File: config.mk
export PLATFORM = sky130hd
export DESIGN_NAME = uart_rx_ring_flow_control
export DESIGN_NICKNAME = d
export VERILOG_FILES = /design/src/design/urrfc_pkg.sv /design/src/design/uart_rx_ring_flow_control.sv
export SDC_FILE = /design/constraint.sdc
export NUM_CORES = 2
export LEC_CHECK = 0
export ABC_AREA = 1
export BUFFER_PORTS_ARGS = -buffer_cell sky130_fd_sc_hd__buf_2
export CAP_MARGIN = 20
export CORE_ASPECT_RATIO = 1.25
export CORE_MARGIN = 5
export CORE_UTILIZATION = 49
export CTS_CLUSTER_DIAMETER = 200
export CTS_CLUSTER_SIZE = 20
export DETAILED_ROUTE_END_ITERATION = 10
export PLACE_DENSITY = 0.66
export SYNTH_ARGS = -nofsm -noshare
export SYNTH_HDL_FRONTEND = slang
export SYNTH_SLANG_ARGS = --single-unit
File: constraint.sdc
create_clock -name clk -period 3.8 [get_ports clk]
set_clock_uncertainty 0.05 [all_clocks]
set_input_delay 0.76 -clock clk [delete_from_list [all_inputs] [get_ports clk]]
set_output_delay 0.76 -clock clk [all_outputs]
set_load 0.02 [all_outputs]
File: src/design/urrfc_pkg.sv
// Package for the serial receive ring with XOFF and RTS flow control.
// Holds the command codes, register indexes and reset values.
// Depends on nothing.
`timescale 1ns / 1ps

package urrfc_pkg;

  localparam int DEFAULT_RING_DEPTH = 256;

  localparam int CMD_W = 2;
  localparam logic [CMD_W-1:0] CMD_RECEIVE = 2'd0;
  localparam logic [CMD_W-1:0] CMD_POP     = 2'd1;
  localparam logic [CMD_W-1:0] CMD_CLEAR   = 2'd2;

  localparam int REG_INDEX_W = 2;
  localparam int REG_DATA_W  = 8;
  localparam logic [REG_INDEX_W-1:0] REG_XOFF_ENABLE    = 2'd0;
  localparam logic [REG_INDEX_W-1:0] REG_RTS_ENABLE     = 2'd1;
  localparam logic [REG_INDEX_W-1:0] REG_STOP_THRESHOLD = 2'd2;

  localparam logic [7:0] STOP_THRESHOLD_RESET = 8'd192;

endpackage

File: src/design/uart_rx_ring_flow_control.sv
// Top level of the serial receive ring: a byte ring in one memory with XOFF or,
// with XOFF off, RTS stop requests raised once the fill level passes a threshold.
// Depends on urrfc_pkg.
//
//   channel   direction  handshake             payload
//   command   in         start, busy           command, rx_byte
//   result    out        done (one cycle)      read_byte, read_valid, stored, dropped,
//                                              send_xoff, raise_rts, fill_level,
//                                              xoff_sent, rts_held
//   config    in         cfg_write             cfg_index, cfg_data
//
// One beat is taken every cycle; busy stays low. The result of a beat is on
// the result ports in the cycle after it is taken, because the popped
// byte comes from the registered read port of the ring memory.
// Reset clears the indexes, the fill count, the flags and the registers; the
// ring memory itself is not cleared. The receiver cannot stall results.
`timescale 1ns / 1ps

module uart_rx_ring_flow_control
  import urrfc_pkg::*;
#(
  parameter int RING_DEPTH = DEFAULT_RING_DEPTH
) (
  input  logic                   clk,
  input  logic                   rst,
  input  logic                   start,
  output logic                   busy,
  input  logic [CMD_W-1:0]       command,
  input  logic [7:0]             rx_byte,
  output logic                   done,
  output logic [7:0]             read_byte,
  output logic                   read_valid,
  output logic                   stored,
  output logic                   dropped,
  output logic                   send_xoff,
  output logic                   raise_rts,
  output logic [7:0]             fill_level,
  output logic                   xoff_sent,
  output logic                   rts_held,
  input  logic                   cfg_write,
  input  logic [REG_INDEX_W-1:0] cfg_index,
  input  logic [REG_DATA_W-1:0]  cfg_data
);

  localparam int IDX_W = $clog2(RING_DEPTH);
  localparam int LVL_W = (IDX_W > 8) ? IDX_W : 8;
  localparam logic [IDX_W-1:0] LAST_SLOT = IDX_W'(RING_DEPTH - 1);

  logic [7:0]       ring_mem [RING_DEPTH];
  logic [7:0]       rd_data;

  logic [IDX_W-1:0] write_index, write_index_next;
  logic [IDX_W-1:0] read_index, read_index_next;
  logic [IDX_W-1:0] count, count_next;
  logic             xoff_latched, xoff_latched_next;
  logic             rts_latched, rts_latched_next;
  logic             xoff_enable, rts_enable;
  logic [7:0]       stop_threshold;

  logic             accept;
  logic             ring_full, ring_empty;
  logic             mem_we, mem_re;
  logic [LVL_W-1:0] level_after_store, level_wide;
  logic             over_threshold;
  logic             stored_next, dropped_next, read_valid_next;
  logic             send_xoff_next, raise_rts_next;

  assign busy   = 1'b0;
  assign accept = start && !busy;

  assign ring_full  = (count == LAST_SLOT);
  assign ring_empty = (count == '0);

  assign level_after_store = LVL_W'(count) + LVL_W'(1);
  assign over_threshold    = level_after_store > LVL_W'(stop_threshold);

  always_comb begin
    write_index_next  = write_index;
    read_index_next   = read_index;
    count_next        = count;
    xoff_latched_next = xoff_latched;
    rts_latched_next  = rts_latched;
    mem_we            = 1'b0;
    mem_re            = 1'b0;
    stored_next       = 1'b0;
    dropped_next      = 1'b0;
    read_valid_next   = 1'b0;
    send_xoff_next    = 1'b0;
    raise_rts_next    = 1'b0;
    unique case (command)
      CMD_RECEIVE: begin
        if (ring_full) begin
          dropped_next = 1'b1;
        end else begin
          mem_we           = 1'b1;
          stored_next      = 1'b1;
          write_index_next = (write_index == LAST_SLOT) ? '0 : write_index + IDX_W'(1);
          count_next       = count + IDX_W'(1);
          if (xoff_enable) begin
            if (over_threshold && !xoff_latched) begin
              xoff_latched_next = 1'b1;
              send_xoff_next    = 1'b1;
            end
          end else if (rts_enable) begin
            if (over_threshold && !rts_latched) begin
              rts_latched_next = 1'b1;
              raise_rts_next   = 1'b1;
            end
          end
        end
      end
      CMD_POP: begin
        if (!ring_empty) begin
          mem_re          = 1'b1;
          read_valid_next = 1'b1;
          read_index_next = (read_index == LAST_SLOT) ? '0 : read_index + IDX_W'(1);
          count_next      = count - IDX_W'(1);
        end
      end
      CMD_CLEAR: begin
        xoff_latched_next = 1'b0;
        rts_latched_next  = 1'b0;
      end
      default: begin
      end
    endcase
  end

  always_ff @(posedge clk) begin
    if (accept && mem_we) begin
      ring_mem[write_index] <= rx_byte;
    end
    if (accept && mem_re) begin
      rd_data <= ring_mem[read_index];
    end
  end

  always_ff @(posedge clk) begin
    if (rst) begin
      write_index  <= '0;
      read_index   <= '0;
      count        <= '0;
      xoff_latched <= 1'b0;
      rts_latched  <= 1'b0;
      done         <= 1'b0;
      read_valid   <= 1'b0;
      stored       <= 1'b0;
      dropped      <= 1'b0;
      send_xoff    <= 1'b0;
      raise_rts    <= 1'b0;
    end else begin
      done <= accept;
      if (accept) begin
        write_index  <= write_index_next;
        read_index   <= read_index_next;
        count        <= count_next;
        xoff_latched <= xoff_latched_next;
        rts_latched  <= rts_latched_next;
        read_valid   <= read_valid_next;
        stored       <= stored_next;
        dropped      <= dropped_next;
        send_xoff    <= send_xoff_next;
        raise_rts    <= raise_rts_next;
      end else begin
        read_valid <= 1'b0;
        stored     <= 1'b0;
        dropped    <= 1'b0;
        send_xoff  <= 1'b0;
        raise_rts  <= 1'b0;
      end
    end
  end

  always_ff @(posedge clk) begin
    if (rst) begin
      xoff_enable    <= 1'b0;
      rts_enable     <= 1'b0;
      stop_threshold <= STOP_THRESHOLD_RESET;
    end else if (cfg_write) begin
      unique case (cfg_index)
        REG_XOFF_ENABLE:    xoff_enable    <= cfg_data[0];
        REG_RTS_ENABLE:     rts_enable     <= cfg_data[0];
        REG_STOP_THRESHOLD: stop_threshold <= cfg_data;
        default: begin
        end
      endcase
    end
  end

  assign level_wide = LVL_W'(count);
  assign fill_level = (level_wide > LVL_W'(8'hFF)) ? 8'hFF : level_wide[7:0];
  assign read_byte  = read_valid ? rd_data : 8'h00;
  assign xoff_sent  = xoff_latched;
  assign rts_held   = rts_latched;

  // A result strobe only ever comes in the cycle after a taken beat.
  assert property (@(posedge clk) disable iff (rst) done |-> $past(accept))
    else $error("result strobe without a taken beat");

  // Result flags appear only alongside the strobe.
  assert property (@(posedge clk) disable iff (rst)
    (stored || dropped || read_valid || send_xoff || raise_rts) |-> done)
    else $error("result flag outside a result beat");

  // The fill count never reaches the ring depth, since one slot stays empty.
  assert property (@(posedge clk) disable iff (rst)
    (LVL_W'(count) <= LVL_W'(LAST_SLOT)))
    else $error("fill count beyond ring capacity");

  // A stop request is always mirrored by its held flag.
  assert property (@(posedge clk) disable iff (rst)
    (send_xoff |-> xoff_sent) and (raise_rts |-> rts_held))
    else $error("stop request without its flag set");

endmodule
==> results_dict.tcl <==
set metrics [dict create \
    status "finished clean" \
    regArea_um2 62590 \
    drive_gt1_share_pct 5.566 \
    cpLargestDelayFamily "simple AND/OR/NAND/NOR gates" \
    n_fill_cell 15274 \
    synth_edf_count 2056 \
    placeableCoreArea_um2 180000 \
    p_seq_share_pct 62.8 \
    switchingPower_uw 8901 \
    grt_usage_pct 24.53 \
    hpwl_um 143500 \
    synth_seq_area_share_pct 70.46 \
    cp_slowest_cell "or2_2" \
    fp-row-count 174 \
    grt_pass1_wl_um 351600 \
    synth-seq-cells 2098 \
    synth_commonest_cells "nand2_1 (2324), edfxtp_1 (2056), nor2_1 (1246), nand3_1 (697), inv_1 (678)" \
    required_ps 4170 \
    nets 8324 \
    antenna_found_initial 7 \
    relSlewSlack_pct 32.30 \
    grt_pass1_vias 56872 \
    synth_nets 8371 \
    finalCriticalPeriod_ps 3294 \
    share_comb_of_total_power_pct 6.5 \
    place_ws_ps 371.5 \
    utilization_pct 53.09 \
    tns_ps 0 \
    cellLeakagePower_uw 0.03590 \
    die_area_um2 189900 \
    path_common_cell "nor2_1" \
    vias 58656 \
    ir_drop_v 0.0004273 \
    port_buffers 47 \
    clkSinkCount 2098 \
    grt_overflow 0 \
    cap_violations 0 \
    synth_cell_type_count 40 \
    wl_per_cell_um 22.07 \
    wl_um 236100 \
    worstSetupPathType "reg2reg" \
    synth_warnings 0 \
    path_max_fanout 12 \
    grt_setup_unrepaired "no" \
    cts_setup_buffers 0 \
    max_stage_delay_ps 700 \
    powerDensity_nw_per_um2 423.3 \
    insertion_delay_ps 780 \
    tightest_slew_ps 1016 \
    crit_path_end_kind "register" \
    ys.flop_type "edfxtp_1" \
    cp_cell_sequence "ha_1, nand2_1, nor2_1, nand4_1, nor2_1, nor2_1, nand2_1, buf_4, or2_2, nor2_1" \
    period_share_pct 86.68 \
    worst_slack_ps 506.0 \
    ctsResizeCount 0 \
    syn_to_final_growth_pct 7.617 \
    synth_area_leaders "edfxtp_1 (70%), nand2_1 (9.8%), nor2_1 (5.3%)" \
    hold_violations 0 \
    cts_buffers 114 \
    ys_async_sr_fraction_pct 0 \
    drv_slew 0 \
    multi_input_area_um2 21420 \
    viasPerCell 5.482 \
    fp.dieH_um 486.0 \
    setup_viol 0 \
    initial_core_util_pct 49.33 \
    yosys.area.top_type "edfxtp_1" \
    cts_hold_buf 0 \
    clockBufferDepth 3 \
    clkPwrFrac_pct 30.7 \
    hp-class "in2reg" \
    cp.arrival_ps 3670 \
    cts_tree "yes" \
    syn-cell-area_um2 88810 \
    yosysMostFrequentCell "nand2_1" \
    root_buffer "clkbuf_16" \
    path_clk_slew_ps 90 \
    grt_max_degree 149 \
    syn_avg_cell_area_um2 10.66 \
    critPathLaunchType "register" \
    switching_share_pct 22.00 \
    drt_iter0_drc 5826 \
    htreeDepth 3 \
    yosysTopAreaCellShare_pct 69.52 \
    drc 0 \
    first_pass_iters 8 \
    die_w_um 390.8 \
    critPathBufInv 1 \
    syn_inst 8331 \
    fmax_mhz 303.6 \
    gpl.final_weighted_congestion 0.8961 \
    ant_nets 0 \
    io_pins 49 \
    internal-power_uw 31560 \
]
final cells by class:
cell class              count  share of cell area (%)
repair buffers            296                   3.019
clock inverters             3                 0.03011
flip-flops and latches   2098                   65.49
clock buffers             148                   3.163
multi-input cells        5078                   22.41
well taps                2376                   3.110
diodes                      4                 0.01047
inverters                 696                   2.766
state kept, by name, indices dropped and copies added (netlist names), 8 cells and up:
name / cells
write_index: 8
read_index: 8
ring_mem: 2048
rd_data: 8
count: 8
stop_threshold: 8
worst paths after layout:
check	slack (ps)	cells past startpoint	startpoint	end
worst max-delay path	510	10	count[0]$_SDFFE_PP0P_	ring_mem[156][7]$_DFFE_PP_
worst max register to register	510	10	count[0]$_SDFFE_PP0P_	ring_mem[156][7]$_DFFE_PP_
worst min register to register	430	2	stop_threshold[1]$_SDFFE_PP0P_	stop_threshold[1]$_SDFFE_PP0P_
worst min-delay path	190	3	cfg_data[6]	stop_threshold[6]$_SDFFE_PP1P_
power by group through the flow:
stage | Clock (uW) | Combinational, uW | Sequential [uW]
3_5_place_dp | 0 | 2620 | 25900
3_3_place_gp | 0 | 2590 | 25900
4_1_cts | 12700 | 2630 | 25400
5_1_grt | 13600 | 2880 | 25400
6_report | 12400 | 2630 | 25400
2_1_floorplan | 0 | 1460 | 25900
per-layer routing:
| layer | global-route usage [%] | vias up | routed length (um) |
|---|---|---|---|
| met3 | 3.260 | 493 | 18500 |
| met5 | 0 | - | 17 |
| li1 | - | 27522 | - |
| met2 | 41.31 | 2471 | 114100 |
| met1 | 31.80 | 28166 | 91480 |
| met4 | 11.44 | 4 | 12060 |
through the flow:
step	total power, uW	cell area [um2]	hold WS (ps)	instances
detailed placement	28550	92520	416.4	10544
CTS	40710	95570	120.8	10695
global placement	28510	92520	409.8	10544
global route	41840	95570	177.8	10696
floorplan	27390	88810	385.4	8331
finish	40460	95580	186.4	10699
worst reg2reg max path, stage by stage (launching register included):
cell and delay (ps):
dfxtp_1 420, ha_1 220, nand2_1 60, nor2_1 220, nand4_1 150, nor2_1 210, nor2_1 80, nand2_1 180
buf_4 270, or2_2 710, nor2_1 380
cell families after synthesis:
logic type	synth area share, %
buf+inv	5.459
simple gates	19.45
fa+ha+maj	0.2254
xor+xnor	0.1085
flops	70.46
compound gates	4.290
other cells	0.004222
layout by cell type (no fill, tap or decap), types with 2 or more instances in the layout:
cell type / synthesis / final
nand2_1: 2324 / 2320
edfxtp_1: 2056 / 2056
nor2_1: 1246 / 1245
nand3_1: 697 / 693
inv_1: 678 / 677
o21ai_0: 485 / 485
buf_4: 30 / 193
clkbuf_16: 0 / 116
a21oi_1: 110 / 110
o211ai_1: 68 / 68
buf_12: 0 / 56
o21ai_1: 52 / 52
buf_2: 197 / 39
dfxtp_1: 42 / 38
clkbuf_1: 156 / 32
or2_2: 16 / 16
ha_1: 16 / 16
clkinv_1: 14 / 14
nor3_1: 14 / 14
nand2_2: 8 / 12
xor2_1: 11 / 11
nand4_1: 8 / 8
buf_8: 0 / 8
nand3_2: 1 / 5
diode_2: 0 / 4
a31oi_1: 4 / 4
inv_4: 1 / 3
nor3b_1: 3 / 3
nor4_1: 3 / 3
dfxtp_4: 0 / 3
o22ai_1: 2 / 2
Note: power is estimated with default switching activity, not from simulation.
